<file path="config.mk">
export PLATFORM = sky130hd
export DESIGN_NAME = pfa_divider
export DESIGN_NICKNAME = d
export VERILOG_FILES = /design/src/design/pfa_pkg.sv /design/src/design/pfa_divider.sv
export SDC_FILE = /design/constraint.sdc
export NUM_CORES = 1
export LEC_CHECK = 0
export ABC_CLOCK_PERIOD_IN_PS = 3900
export BUFFER_PORTS_ARGS = -buffer_cell sky130_fd_sc_hd__clkbuf_2
export CAP_MARGIN = 20
export CORE_MARGIN = 5
export CORE_UTILIZATION = 30
export DETAILED_ROUTE_END_ITERATION = 10
export PLACE_DENSITY = 0.58
export SETUP_SLACK_MARGIN = 0.02
export SYNTH_ARGS = -nofsm -noshare
export SYNTH_HDL_FRONTEND = slang
export SYNTH_SLANG_ARGS = --single-unit
</file>
<file path="constraint.sdc">
create_clock -name clock -period 3.9 [get_ports clock]
set_clock_uncertainty 0.2 [all_clocks]
set_input_delay 0.39 -clock clock [delete_from_list [all_inputs] [get_ports clock]]
set_output_delay 0.39 -clock clock [all_outputs]
set_load 0.03 [all_outputs]
</file>
<file path="src/design/pfa_pkg.sv">
// ---------------------------------------------------------------------------
// pfa_pkg
// Shared types, constants and helpers for the photopic flux accumulator.
// ---------------------------------------------------------------------------
package pfa_pkg;

   // default weight table depth
   localparam int TABLE_DEPTH_DEF = 8192;

   // command codes
   localparam logic [1:0] CMD_LOAD   = 2'd0;
   localparam logic [1:0] CMD_SAMPLE = 2'd1;
   localparam logic [1:0] CMD_FINISH = 2'd2;

   // configuration register indexes
   localparam logic CSR_TABLE_START  = 1'b0;
   localparam logic CSR_TABLE_LENGTH = 1'b1;

   // configuration reset values
   localparam logic [13:0] TABLE_START_RST  = 14'd3600;
   localparam logic [13:0] TABLE_LENGTH_RST = 14'd4701;

   // band edges in tenths of nm
   localparam logic [13:0] BLUE_LO  = 14'd3800;
   localparam logic [13:0] GREEN_LO = 14'd5000;
   localparam logic [13:0] RED_LO   = 14'd6000;
   localparam logic [13:0] RED_HI   = 14'd7800;

   // fixed point constants
   localparam logic [31:0] WEIGHT_ONE = 32'd65536;
   localparam logic [63:0] FLUX_GAIN  = 64'd683;
   localparam logic [63:0] FLUX_LIMIT = 64'hFFFF_FFFF_FFFF_FFFF / 64'd683;
   localparam logic [25:0] EFF_MAX    = 26'd44761088;
   localparam logic [14:0] PCT_SCALE  = 15'd25600;

   // shared divider geometry
   localparam int DIV_N_W   = 80;
   localparam int DIV_D_W   = 64;
   localparam int DIV_CNT_W = $clog2(DIV_N_W);

   // division being run by the shared unit
   typedef enum logic [1:0] {
      DIV_EFF   = 2'd0,
      DIV_RED   = 2'd1,
      DIV_GREEN = 2'd2,
      DIV_BLUE  = 2'd3
   } div_sel_type;

   // input item
   typedef struct packed {
      logic [1:0]  cmd;
      logic [13:0] wavelength_tenths;
      logic [31:0] sample_value;
   } req_item_type;

   // result item
   typedef struct packed {
      logic [63:0] luminous_flux;
      logic [25:0] efficacy;
      logic [14:0] red_percent;
      logic [14:0] green_percent;
      logic [14:0] blue_percent;
      logic        dark_flag;
      logic        no_color_flag;
   } rsp_item_type;

   // saturating 64-bit add
   function automatic logic [63:0] sat_add64(input logic [63:0] a, input logic [63:0] b);
      logic [64:0] s;
      s = {1'b0, a} + {1'b0, b};
      return s[64] ? 64'hFFFF_FFFF_FFFF_FFFF : s[63:0];
   endfunction

   // band sum times 25600 (16384 + 8192 + 1024) as divider dividend
   function automatic logic [DIV_N_W-1:0] pct_dividend(input logic [63:0] s);
      logic [DIV_N_W-1:0] x;
      x = {{(DIV_N_W-64){1'b0}}, s};
      return (x << 14) + (x << 13) + (x << 10);
   endfunction

endpackage

</file>
<file path="src/design/pfa_divider.sv">
// ---------------------------------------------------------------------------
// pfa_divider
// Shared restoring divider, one quotient bit per cycle, done pulse at end.
// ---------------------------------------------------------------------------
module pfa_divider (
   input  logic                         clock,
   input  logic                         reset,
   input  logic                         start,
   input  logic [pfa_pkg::DIV_N_W-1:0]  dividend,
   input  logic [pfa_pkg::DIV_D_W-1:0]  divisor,
   output logic                         done,
   output logic [pfa_pkg::DIV_N_W-1:0]  quotient
);

   localparam int NW = pfa_pkg::DIV_N_W;
   localparam int DW = pfa_pkg::DIV_D_W;
   localparam int CW = pfa_pkg::DIV_CNT_W;
   localparam logic [CW-1:0] LAST_STEP = CW'(NW - 1);

   logic          busy_ff, busy_in;
   logic          done_ff, done_in;
   logic [CW-1:0] cnt_ff, cnt_in;
   logic [DW-1:0] div_ff, div_in;
   logic [DW-1:0] rem_ff, rem_in;
   logic [NW-1:0] quo_ff, quo_in;

   logic [DW:0]   rem_shift;
   logic [DW+1:0] diff;
   logic          ge;

   // one shift-subtract step
   assign rem_shift = {rem_ff, quo_ff[NW-1]};
   assign diff      = {1'b0, rem_shift} - {2'b00, div_ff};
   assign ge        = ~diff[DW+1];

   // sequencing of the steps
   always_comb begin
      busy_in = busy_ff;
      done_in = 1'b0;
      cnt_in  = cnt_ff;
      div_in  = div_ff;
      rem_in  = rem_ff;
      quo_in  = quo_ff;
      if (start) begin
         busy_in = 1'b1;
         cnt_in  = '0;
         div_in  = divisor;
         rem_in  = '0;
         quo_in  = dividend;
      end else if (busy_ff) begin
         rem_in = ge ? diff[DW-1:0] : rem_shift[DW-1:0];
         quo_in = {quo_ff[NW-2:0], ge};
         cnt_in = cnt_ff + CW'(1);
         if (cnt_ff == LAST_STEP) begin
            busy_in = 1'b0;
            done_in = 1'b1;
         end
      end
   end

   always_ff @(posedge clock) begin
      if (reset) begin
         busy_ff <= 1'b0;
         done_ff <= 1'b0;
         cnt_ff  <= '0;
      end else begin
         busy_ff <= busy_in;
         done_ff <= done_in;
         cnt_ff  <= cnt_in;
      end
   end

   always_ff @(posedge clock) begin
      div_ff <= div_in;
      rem_ff <= rem_in;
      quo_ff <= quo_in;
   end

   assign done     = done_ff;
   assign quotient = quo_ff;

endmodule

</file>
# ---- After elaboration in Yosys (flattened, before gate mapping)
# Cells that the tools add are included.
dict set report word_totals {
  out_inout_bits 81
  input_bits 147
  register_bits 217
  wordCells 21
}
dict set report op_classes {
  n_mux 7
  n_eq_ne 1
  n_reduce_logical 3
  n_addsub 2
  bitwise 2
}
# op count
set ops {}
lappend ops {{$mux 80} 2}
lappend ops {{$sub 65x64->66} 1}
lappend ops {{$mux 64} 1}
lappend ops {{$add 7x1->7 const B} 1}
lappend ops {{$eq 7x7->1 const B} 1}
lappend ops {{$mux 1} 4}
lappend ops {{$reduce_or 3->1} 1}
lappend ops {{$not 1->1} 2}
lappend ops {{$reduce_bool 2->1} 1}
lappend ops {{$reduce_or 2->1} 1}

# ---- Depth between registers and ports, before layout
# Gate-level depths: netlist of the first run.
dict set report depth {
  word_depth 4
  ltp_mapped 16
}

# ---- Worst setup path after synthesis of the first run
# Ideal clock, no wire load.
dict set report synth_timing {
  path_kind {reg-to-reg}
  start {register quo_ff[79], in the netlist quotient[79]}
  end {register rem_ff[62]}
  arrival_ps 3344
  slack_ps 269
  path_stages_with_launch 16
  n_path_buf 0
  cell_sequence {edfxtp_1 > inv_1 > ha_1 > inv_1 > fa_1 > a21o_1 > a221o_1 > a211oi_2 > a2111oi_0 > a21oi_1 > a21oi_1 > a21oi_1 > o21ai_1 > a221oi_1 > xor2_1 > o31ai_1}
}
dict set report synth_between {
  elab_chain_cells 2
}
# element line_no
set synth_rtl {}
lappend synth_rtl {{start: declaration} pfa_divider.sv:25} ;# logic [NW-1:0] quo_ff, quo_in;
lappend synth_rtl {{start signal: assignment} pfa_divider.sv:76} ;# quo_ff <= quo_in;
lappend synth_rtl {{$sub 65x64->66} pfa_divider.sv:33} ;# assign diff = {1'b0, rem_shift} - {2'b00, div_ff};
lappend synth_rtl {{$mux 64} pfa_divider.sv:51} ;# rem_in = ge ? diff[DW-1:0] : rem_shift[DW-1:0];
lappend synth_rtl {{end signal: assignment} pfa_divider.sv:75} ;# rem_ff <= rem_in;
lappend synth_rtl {{end: declaration} pfa_divider.sv:24} ;# logic [DW-1:0] rem_ff, rem_in;
# No other way between the ends.
# A chain may end at the register's enable or synchronous reset.

# ---- Worst setup path in the final report of the first run
dict set report layout_timing {
  start {register div_ff[4]}
  end {register rem_ff[27]}
}
dict set report layout_between {
  elab_chain_cells 2
}
# element line_no
set layout_rtl {}
lappend layout_rtl {{start: declaration} pfa_divider.sv:23} ;# logic [DW-1:0] div_ff, div_in;
lappend layout_rtl {{start signal: assignment} pfa_divider.sv:74} ;# div_ff <= div_in;
lappend layout_rtl {{$sub 65x64->66} pfa_divider.sv:33}
lappend layout_rtl {{$mux 64} pfa_divider.sv:51}
# No other way between the ends.

==> results list, run 1 <==
- Entering global routing, the biggest net connects 109 pins.
* Number of maximum-capacitance violations: 0
* CTS Root Buffer Type: clkbuf_16
* Final Cycle Share: 92.8%
* Rows: 74
- Average routed wire per standard cell: 17.4 um
- By instance count, the cell type seen most on the critical path is o21ai_0.
* Share of synthesized cell area in and, or, nand and nor gates: 12.8%
- STA classifies the critical path endpoint as a flop.
- Synth async-reset ratio: 0%
- Timing-limited maximum frequency: 276 MHz
- #FFs+latches synth: 217
- Drt pass-1 iters: 5
- Part of the Yosys area used for sequential elements: 46.8%
* Number of distinct library cell variants in the gate-level netlist after synthesis: 65
- The placed instances occupy a cell area of 0.0141 mm2.
- Total routed wirelength: 37300 um
* Count of boundary I/O pins: 228
* Effective utilization at floorplan: 30.3%
- Synthesis-to-layout area growth: 34.2%
- Maximum clock path buffer count: 3
- TritonCTS built the clock tree.
- Post-route DRC: 0
- Antenna-violating nets left: 0
- Hold WC Path Type: flop to flop
- edfxtp_1 takes more of the synthesized area than any other cell.
* Antenna violations before repair: 2
- Combinational family with the most area after synthesis: compound AO/OA/AOI/OAI gates
* Clock period minus worst slack: 3620 ps
* Netlist area before placement: 0.0124 mm2
* Area of the die: 0.0454 mm2
* Fraction of final layout cells sized beyond drive strength 1: 25.5%
- The share of synthesized area in the top cell type comes to 35.0%.
- FILL cells: 3974
- The critical path in this run is classified as flop to flop.
- The critical path contains buffers and inverters numbering 2 combined.
- Final Cell Area: 0.0166 mm2
- Power spread over the standard cell area amounts to 414 mW/mm2.
- CP max stage cell: ha_1
- A synthesized cell averages 10.1 um2.
* Core occupancy in the finished layout: 40.7%
- Die Span Y: 213 um
* Static Leakage: 6.89 nW
- Clock tree synthesis found a total of 217 sinks.
- Number of global-route vias before repair: 11018
* DP Wirelength: 26300 um
- The synthesized design contains 144 enable-type register cells.
- In the routed layout, each cell is associated on average with a via count of 4.98.
- Clock-pin slew reported for the worst setup and hold paths after clock tree synthesis: 60 ps
* Crit path required time: 4100 ps
- Setup violations remaining at the end of the flow were counted as 0.
- Arrival time at the worst endpoint: 3820 ps
* Floorplan die width: 213 um
* Critical path fanouts, max: 20
- Via count: 10681
- Minimum setup slack after placement: 64.6 ps
* Unrepaired setup endpoints after global routing: yes
- After floorplanning, the core was sized to cover 0.0408 mm2.
* Multiplexer fraction of the synthesized cell area: 7.61%
- Relative slew margins: 42.9%
* Wire length of the first global-routing pass: 58800 um
- In the post-route analysis, the smallest setup slack over all paths is 280 ps.
- Yosys printed 0 warnings.
- Synthesized-area fraction occupied by ao, oa, aoi and oai cells: 17.0%
- The worst setup path is launched from a flop.
- The run finished with clean final reports.
- Top area cells in the synthesized netlist: edfxtp_1 35%, dfxtp_1 12%, mux2_2 7.3%
- Slew at the pin closest to its max-slew limit: 856 ps
- Cell chain of the critical path: inv_1 > ha_1 > a21o_1 > a31o_2 > o2111ai_1 > nand3_1 > a21oi_4 > o21ai_2 > a31oi_4 > o2111ai_4 > and2_2 > buf_4 > o21ai_0 > o21ai_0
- Overall global routing resource usage: 15.9%
- Syn Inst Count: 1224
- CTS Buf Count: 28
- IR drop worst, VDD: 0.000321 V
- Nets@finish: 1801
- Flip-flop cell with the highest count after synthesis: edfxtp_1
* IO buf count: 227
- The final count of hold timing violations came to 0.
- Fraction of synthesized cell area in xor and xnor cells: 4.25%
* Post-synthesis adder-cell area fraction: 6.74%
* H-tree levels: 1
- Final estimated routing congestion in global placement: 0.891
- Counting every net in the synthesized netlist gives 1437.
- Crit path largest cell delay: 350 ps
- After the first detailed-routing iteration, the DRC count stood at 762.
- Broken down by cell family, the worst path's largest delay share belongs to compound AO/OA/AOI/OAI gates.
- Clock latency of the later-clocked register in the worst-skew pair: 560 ps
- Max-slew violations: 0
- Summed over all layers, the global routing overflow is 0.
## state kept, by name (all words and copies together) (netlist names)
register and cells:
div_ff 64, rem_ff 64, cnt_ff 7, done 1, busy_ff 1, quotient 80
## metal layers
metal	track usage, %	part of all wire (%)
met1	20.7	44
met2	27.1	48
met3	3.63	6.5
met4	3.33	2.0
met5	0	0
## synth_stat cells, types with 5 or more instances
master	number
xor2_1	23
a31oi_1	6
nand3_1	37
o21ai_1	12
o21ai_0	52
a32oi_1	12
nor2_1	83
a2111oi_0	5
a211oi_1	5
nor4_1	8
ha_1	65
nor3_1	14
a21o_1	32
inv_1	76
clkbuf_1	42
and3_1	9
or3_1	5
and2_1	7
buf_6	5
o211ai_1	7
nor2b_1	11
o311ai_1	6
edfxtp_1	144
a311oi_1	22
o21bai_1	8
mux2_2	80
buf_2	12
buf_1	6
nand2_1	143
dfxtp_1	73
nand4_1	16
a21oi_1	87
xnor2_1	37
a311oi_2	12
o21a_1	7
## worst register-to-register path, stage by stage (launching register included)
cell and delay (ps):
edfxtp_1 330, inv_1 50, ha_1 350, a21o_1 190, a31o_2 240, o2111ai_1 260, nand3_1 190, a21oi_4 250
o21ai_2 120, a31oi_4 220, o2111ai_4 210, and2_2 280, buf_4 210, o21ai_0 240, o21ai_0 100
## what timing repair did
action,4_1_cts,5_1_grt
setup buffers,0,2
endpoints found under the hold margin,157,0
hold buffers,146,0
endpoints found under the setup margin,0,23
resized for setup,0,11
## layout by cell type, fill, tap and decap left out, drive strengths merged, types with 65 or more instances in the layout
| cell | netlist | final |
|---|---|---|
| dlygate4sd3 | 0 | 146 |
| nand2 | 145 | 145 |
| clkbuf | 42 | 269 |
| a21oi | 88 | 88 |
| edfxtp | 144 | 144 |
| inv | 76 | 76 |
| nor2 | 83 | 83 |
| ha | 65 | 65 |
| mux2 | 80 | 80 |
| dfxtp | 73 | 73 |
## path summary, 6_finish.rpt
path         cells past startpoint          to  startpoint  slack, ps
max reg2reg                     14  rem_ff[27]   div_ff[4]        280
min                              2  rem_ff[10]  rem_ff[10]        270
min reg2reg                      2  rem_ff[10]  rem_ff[10]        270
max                             14  rem_ff[27]   div_ff[4]        280
## cell type report
| type | count | area [um2] | share of cell area, % |
|---|---|---|---|
| Antenna cell | 2 | 5.00 | 0.0301 |
| Clock buffer | 42 | 793 | 4.78 |
| Clock inverter | 10 | 155 | 0.935 |
| Inverter | 76 | 287 | 1.73 |
| Multi-Input combinational cell | 865 | 6050 | 36.4 |
| Sequential cell | 217 | 5790 | 34.9 |
| Tap cell | 532 | 666 | 4.01 |
| Timing Repair Buffer | 400 | 2860 | 17.2 |
## per-stage QoR
| stage | cells | hold WS, ps | power (mW) | TNS [ps] |
|---|---|---|---|---|
| floorplan | 1224 | 237 | 3.72 | 0 |
| global placement | 1942 | 255 | 4.13 | 0 |
| detailed placement | 1942 | 266 | 4.13 | 0 |
| CTS | 2140 | 274 | 6.92 | 0 |
| global route | 2144 | 309 | 7.21 | -8.85 |
| finish | 2144 | 274 | 6.87 | 0 |
## report_power, final
part           total, mW  switching [mW]  internal, mW  leakage (nW)
Sequential          2.78           0.111          2.67          2.03
Combinational       1.47           0.862         0.604          4.41
Clock               2.63            1.02          1.61         0.457
Total               6.87            1.99          4.88          6.89
## logic make-up after synthesis
| kind of cell | after synthesis |
|---|---|
| XOR/XNOR | 60 |
| flip-flops | 217 |
| AND/OR/NAND/NOR | 350 |
| AO/OA/AOI/OAI | 305 |
| adder cells (fa/ha/maj) | 66 |
| buffers and inverters | 142 |
| multiplexers | 84 |
(Power assumes the default switching activity.)
==> run 2, diff against run 1 <==
--- a/config.mk
+++ b/config.mk
@@ -10,7 +10,9 @@
 export CAP_MARGIN = 20
 export CORE_MARGIN = 5
 export CORE_UTILIZATION = 30
+export CTS_BUF_LIST = sky130_fd_sc_hd__clkbuf_4 sky130_fd_sc_hd__clkbuf_8
 export DETAILED_ROUTE_END_ITERATION = 10
+export GPL_ROUTABILITY_DRIVEN = 0
 export PLACE_DENSITY = 0.58
 export SETUP_SLACK_MARGIN = 0.02
 export SYNTH_ARGS = -nofsm -noshare
==> run 2 against run 1 <==
Effect of this change:
- sequential share of layout area grew 0.19 points
- worst setup slack about the same
- core utilization is 0.22 points lower
- hold slack improved by 1.7 ps
- final cell count rose by 1.1%
- first-iteration DRC count shrank 20%
- register-to-register slack is essentially flat
- critical endpoint is now quotient[0]
==> results list, run 2 (synthesis results as in run 1) <==
- The register with the most flip-flops in the layout has 80 of them.
- Leading cell type in the layout, fill and taps excluded: clkbuf_2
- IR drop worst, VDD: 0.000311 V
* Remaining Overflow, GRT: 0
* Total clock sinks: 217
- Core occupancy in the finished layout: 40.4%
- For this design the ratio of total power to cell area is 401 mW/mm2.
- Critical setup path kind: flop to flop
* CTS tree: done
- STA puts the critical path data required time at 4030 ps.
- Timing-limited maximum frequency: 276 MHz
- Port buffering added 227 buffers.
- Arrival time at the worst endpoint: 3750 ps
- Entering global routing, the biggest net connects 109 pins.
- Clock period minus worst slack: 3620 ps
- CTS Buf Count: 42
* Synthesis-to-layout area growth: 33.5%
- CTS Root Buffer Type: clkbuf_8
- Before antenna repair, the detailed router went through 5 iterations.
* Minimum setup slack after placement: 64.6 ps
- Post-route DRC: 0
- Area of the die: 0.0454 mm2
* Fraction of final layout cells sized beyond drive strength 1: 26.8%
- Result of the run: finished clean
* Die Span Y: 213 um
- Commonest non-fill, non-tap cells in the layout: 226 x clkbuf_2, 146 x dlygate4sd3_1, 144 x edfxtp_1
* Floorplan die width: 213 um
- The total area inside the core boundary comes to 0.0408 mm2.
- Via count: 10773
* Worst setup margin: 280 ps
* Via density per instance: 4.97
* Final Cycle Share: 92.8%
- The H-tree generated during clock tree synthesis spans 2 levels.
- For the pin with the worst max-slew slack, the measured transition is 872 ps.
* Antenna violations before repair: 1
- After detailed routing, the average wire length per cell comes to 17.3 um.
- Static Leakage: 6.89 nW
- The clock passes through at most 3 buffers.
* Critical path fanouts, max: 32
* Clock-pin slew reported for the worst setup and hold paths after clock tree synthesis: 60 ps
* Count of boundary I/O pins: 228
- The detailed router finished its first iteration with 609 violations.
- Clock latency of the later-clocked register in the worst-skew pair: 600 ps
- Number of global-route vias before repair: 11014
- Rows: 74
- Unrepaired setup endpoints after global routing: yes
- Layout Cells excl Fill: 2168
* Hold WC Path Type: flop to flop
- Antenna-violating nets left: 0
* Effective utilization at floorplan: 30.3%
* Setup_tns: 0 ps
- Nets@finish: 1815
- Total routed wirelength: 37500 um
- Startpoint kind of the worst setup timing path: flop
* DP Wirelength: 26300 um
* Overall global routing resource usage: 16.1%
* Hold Vio Cnt, Final: 0
* Number of maximum-capacitance violations: 0
* Max-slew violations: 0
* Relative slew margins: 41.9%
* Type of element capturing the critical path: flop
- The first global-routing pass estimated 58900 um of wire.
- Number of failing setup endpoints in the final timing report: 0
* Placed cells: 1942
[run 2: path summary, 6_finish.rpt]
path              start     endpoint  slack, ps  depth (start not counted)
max          div_ff[18]  quotient[0]        280                         13
min          rem_ff[41]   rem_ff[41]        280                          2
max reg2reg  div_ff[18]  quotient[0]        280                         13
min reg2reg  rem_ff[41]   rem_ff[41]        280                          2
[run 2: per-stage QoR]
| stage | cell area, um2 | total power, mW | hold WS, ps |
|---|---|---|---|
| floorplan | 12400 | 3.72 | 237 |
| global placement | 14100 | 4.13 | 255 |
| detailed placement | 14100 | 4.13 | 266 |
| CTS | 16400 | 6.71 | 247 |
| global route | 16500 | 6.99 | 269 |
| finish | 16500 | 6.62 | 276 |
[run 2: worst max-delay path, cell delays in order, from the launching register on]
cell       delay [ps]
edfxtp_1          330
inv_1              50
ha_1              360
a21oi_1           280
o21ai_1           140
a211oi_1          260
nand3_1           150
a21oi_2           280
o21ai_2           140
a31oi_4           220
o2111ai_4         200
and2_2            280
buf_12            170
mux2_2            270
[run 2: timing repair]
action                                 CTS  global route
setup endpoints to repair                0            22
endpoints found under the hold margin  168             0
hold buffers                           146             0
resized for setup                        0            12
setup buffers                            0             2
[run 2: power by group]
| part | internal [mW] | total (mW) | switching (mW) |
|---|---|---|---|
| clock | 1.34 | 2.38 | 1.04 |
| combinational | 0.603 | 1.46 | 0.856 |
| sequential | 2.67 | 2.78 | 0.111 |
[run 2: layout make-up]
type,count,area [um2]
fillers,4008,24300
multi-input cells,865,6050
flip-flops and latches,217,5790
repair buffers,400,2860
clock buffers,59,724
well taps,532,666
inverters,76,287
clock inverters,18,141
diodes,1,2.50
[run 2: metal layers]
metal	vias to the layer above	GRT usage [%]	share of wire, %
met5	-	0	0
met3	71	4.14	7.0
met1	5058	20.6	44
li1	5268	-	-
met2	376	26.7	47
met4	0	5.56	2.7
==> run 3, diff against run 2 <==
--- a/config.mk
+++ b/config.mk
@@ -8,12 +8,14 @@
 export ABC_CLOCK_PERIOD_IN_PS = 3900
 export BUFFER_PORTS_ARGS = -buffer_cell sky130_fd_sc_hd__clkbuf_2
 export CAP_MARGIN = 20
+export CELL_PAD_IN_SITES_DETAIL_PLACEMENT = 1
+export CELL_PAD_IN_SITES_GLOBAL_PLACEMENT = 2
 export CORE_MARGIN = 5
 export CORE_UTILIZATION = 30
 export CTS_BUF_LIST = sky130_fd_sc_hd__clkbuf_4 sky130_fd_sc_hd__clkbuf_8
 export DETAILED_ROUTE_END_ITERATION = 10
 export GPL_ROUTABILITY_DRIVEN = 0
-export PLACE_DENSITY = 0.58
+export PLACE_DENSITY = 0.8
 export SETUP_SLACK_MARGIN = 0.02
 export SYNTH_ARGS = -nofsm -noshare
 export SYNTH_HDL_FRONTEND = slang
==> run 3 against run 2 <==
Effect of this change:
- fmax is 0.81% lower
- total power is 0.88% higher
- highest routed layer unchanged
- first-iteration DRC count is 31% lower
- die area stayed put
- wire length is 16% higher
- core utilization hardly changed
- hold slack worse by 130 ps
- clock power hardly changed
- largest power group unchanged
- final cell count is 0.46% higher
- combinational power is 3% higher
- critical endpoint is now rem_ff[30]
- non-clock buffer count is 7 higher
- global-route usage is 2.8 points higher
==> results list, run 3 (synthesis results as in run 1) <==
* Result of the run: finished clean
- In the routed design, unresolved DRC markers number 0.
* Wire length of the first global-routing pass: 68400 um
- TritonCTS built the clock tree.
- Area of the die: 0.0454 mm2
* Commonest non-fill, non-tap cells in the layout: 226 x clkbuf_2, 145 x dlygate4sd3_1, 144 x edfxtp_1
- The layer flagged by global routing as most heavily used is met2.
* Overall global routing resource usage: 18.9%
* Number of flip-flops under the largest register name: 80
- Global routing consumed, on the met1 layer, 23.4% of the routing resources.
- Initial detailed-routing violation count: 419
- Counting I/O delays and the setup requirement, the final critical path takes 3650 ps.
- Global routing consumed, on the met2 layer, 32.7% of the routing resources.
* Relative slew margins: 40.4%
- IR drop worst, VDD: 0.000291 V
- Cell chain of the critical path: inv_1 > ha_1 > inv_1 > fa_1 > a21o_1 > a221o_1 > buf_4 > o211ai_1 > a21oi_2 > buf_4 > nand3_1 > and2_1 > inv_1 > a21oi_1 > xnor2_1 > nand2_1 > a311oi_2
- The worst setup path is of the flop to flop kind.
- The number of clock buffers added by TritonCTS is 43.
* Rows: 74
- On the worst path, the slowest cell contributes a delay of 400 ps.
- STA classifies the critical path startpoint as a flop.
* Number of failing setup endpoints in the final timing report: 0
- Maximum clock path buffer count: 3
- Largest net degree at the start of global routing: 58
- Remaining Overflow, GRT: 0
* Number of maximum-capacitance violations: 0
- The library cell used most frequently in the layout, excluding fill and tap cells, is clkbuf_2.
- Static Leakage: 6.92 nW
* Standard cell core area: 0.0408 mm2
- Max-slew violations: 0
- Number of global-route vias before repair: 12128
- Clock latency on the worst-skew pair, taken at its later pin, is 600 ps.
- Fraction of final layout cells sized beyond drive strength 1: 27.4%
- The slowest stage of the critical path is the fa_1 cell.
* Timing-limited maximum frequency: 274 MHz
- Worst setup margin: 251 ps
* Crit path required time: 4200 ps
- From left edge to right edge, the die measures 213 um.
* Hold WC Path Type: input port to flop
- Effective utilization at floorplan: 30.3%
- Clock-pin slew was measured on the worst setup and hold paths at 60 ps.
* Met3 demand-to-capacity share in global routing: 4.61%
* Antenna violations before repair: 1
- Detailed placement ended at an HPWL of 29900 um.
- In the final routed layout, each cell accounts on average for 19.9 um.
- The pre-antenna-repair detailed-routing pass consisted of 6 iterations.
* Critical path fanouts, max: 4
* Power, Total: 6.68 mW
- Via density per instance: 5.06
- By instance count, the cell type seen most on the critical path is inv_1.
- IO buf count: 227
* Core occupancy in the finished layout: 40.5%
- Counting instances, the worst hold path has a depth of 1.
- At the pin with the least slew margin, the transition time is 894 ps.
* Antenna-violating nets left: 0
- For the final routed database, the setup TNS stands at 0 ps.
- The worst setup path is captured at a flop.
* Count of boundary I/O pins: 228
- The final layout contains routed wiring with a total length of 43300 um.
* CTS Root Buffer Type: clkbuf_8
- On the critical path the largest part of the delay comes from compound AO/OA/AOI/OAI gates.
- Compared with the post-synthesis result, the final layout area differs by 33.6%.
- After layout, the worst path uses 93.6% of the clock period.
* CP Buf/Inv Count: 5
- The H-tree was split into 2 levels.
- The clock drives 217 sinks.
- Setup repair after global routing left no endpoint under its margin.
* Power Dens Cells: 404 mW/mm2
- Reg2reg path depth: 17
- In the final design database the tool counted 1823 nets.
- In this run the number of cells on the critical path is 17.
* Arrival time at the worst endpoint: 3950 ps
- Minimum setup slack after placement: 68.3 ps
* Via count: 11020
- Hold Vio Cnt, Final: 0
* Die Span Y: 213 um
[run 3: where the power goes]
part / total, mW / switching (mW) / leakage, nW / internal [mW]
clock: 2.38 / 1.09 / 0.457 / 1.29
sequential: 2.79 / 0.121 / 2.03 / 2.67
combinational: 1.51 / 0.900 / 4.43 / 0.611
[run 3: worst register-to-register path: cells and delay by family, from the launching register on]
kind                       cells  cell delay (ps)
xor gates and xnor gates       1              150
DFF                            1              390
buffers and inverters          5              500
and+or+nand+nor                3              350
AOI/OAI and AO/OA              6             1400
adders and majority gates      2              560
[run 3: path summary, 6_finish.rpt]
path | startpoint | endpoint | slack [ps]
setup reg to reg | quotient[79] | rem_ff[30] | 250
setup / recovery | quotient[79] | rem_ff[30] | 250
hold / removal | start | div_ff[4] | 150
hold reg to reg | rem_ff[10] | rem_ff[10] | 270
[run 3: layout make-up]
| type | count | area (um2) |
|---|---|---|
| fill | 4657 | 24300 |
| multi-input combinational | 865 | 6030 |
| sequential | 217 | 5790 |
| timing repair buffer | 407 | 2900 |
| clock buffer | 61 | 739 |
| tap | 532 | 666 |
| inverter | 76 | 287 |
| clock inverter | 19 | 115 |
| antenna | 1 | 2.50 |
[run 3: metrics by stage]
step	hold WS (ps)	instance area (um2)	cells
3_5_place_dp	270	14200	1948
3_3_place_gp	251	14200	1948
4_1_cts	113	16500	2173
5_1_grt	151	16500	2178
2_1_floorplan	237	12400	1224
6_report	150	16500	2178
[run 3: routing by layer]
| layer | wire length [um] | up-vias |
|---|---|---|
| met3 | 2610 | 65 |
| met2 | 21100 | 309 |
| met5 | 0 | - |
| met4 | 1060 | 0 |
| li1 | - | 5266 |
| met1 | 18600 | 5380 |
[run 3: timing repair]
item / 4_1_cts / 5_1_grt
resized for setup: 0 / 11
setup endpoints to repair: 0 / 43
hold buffers: 145 / 0
endpoints found under the hold margin: 153 / 0
setup buffers: 0 / 4
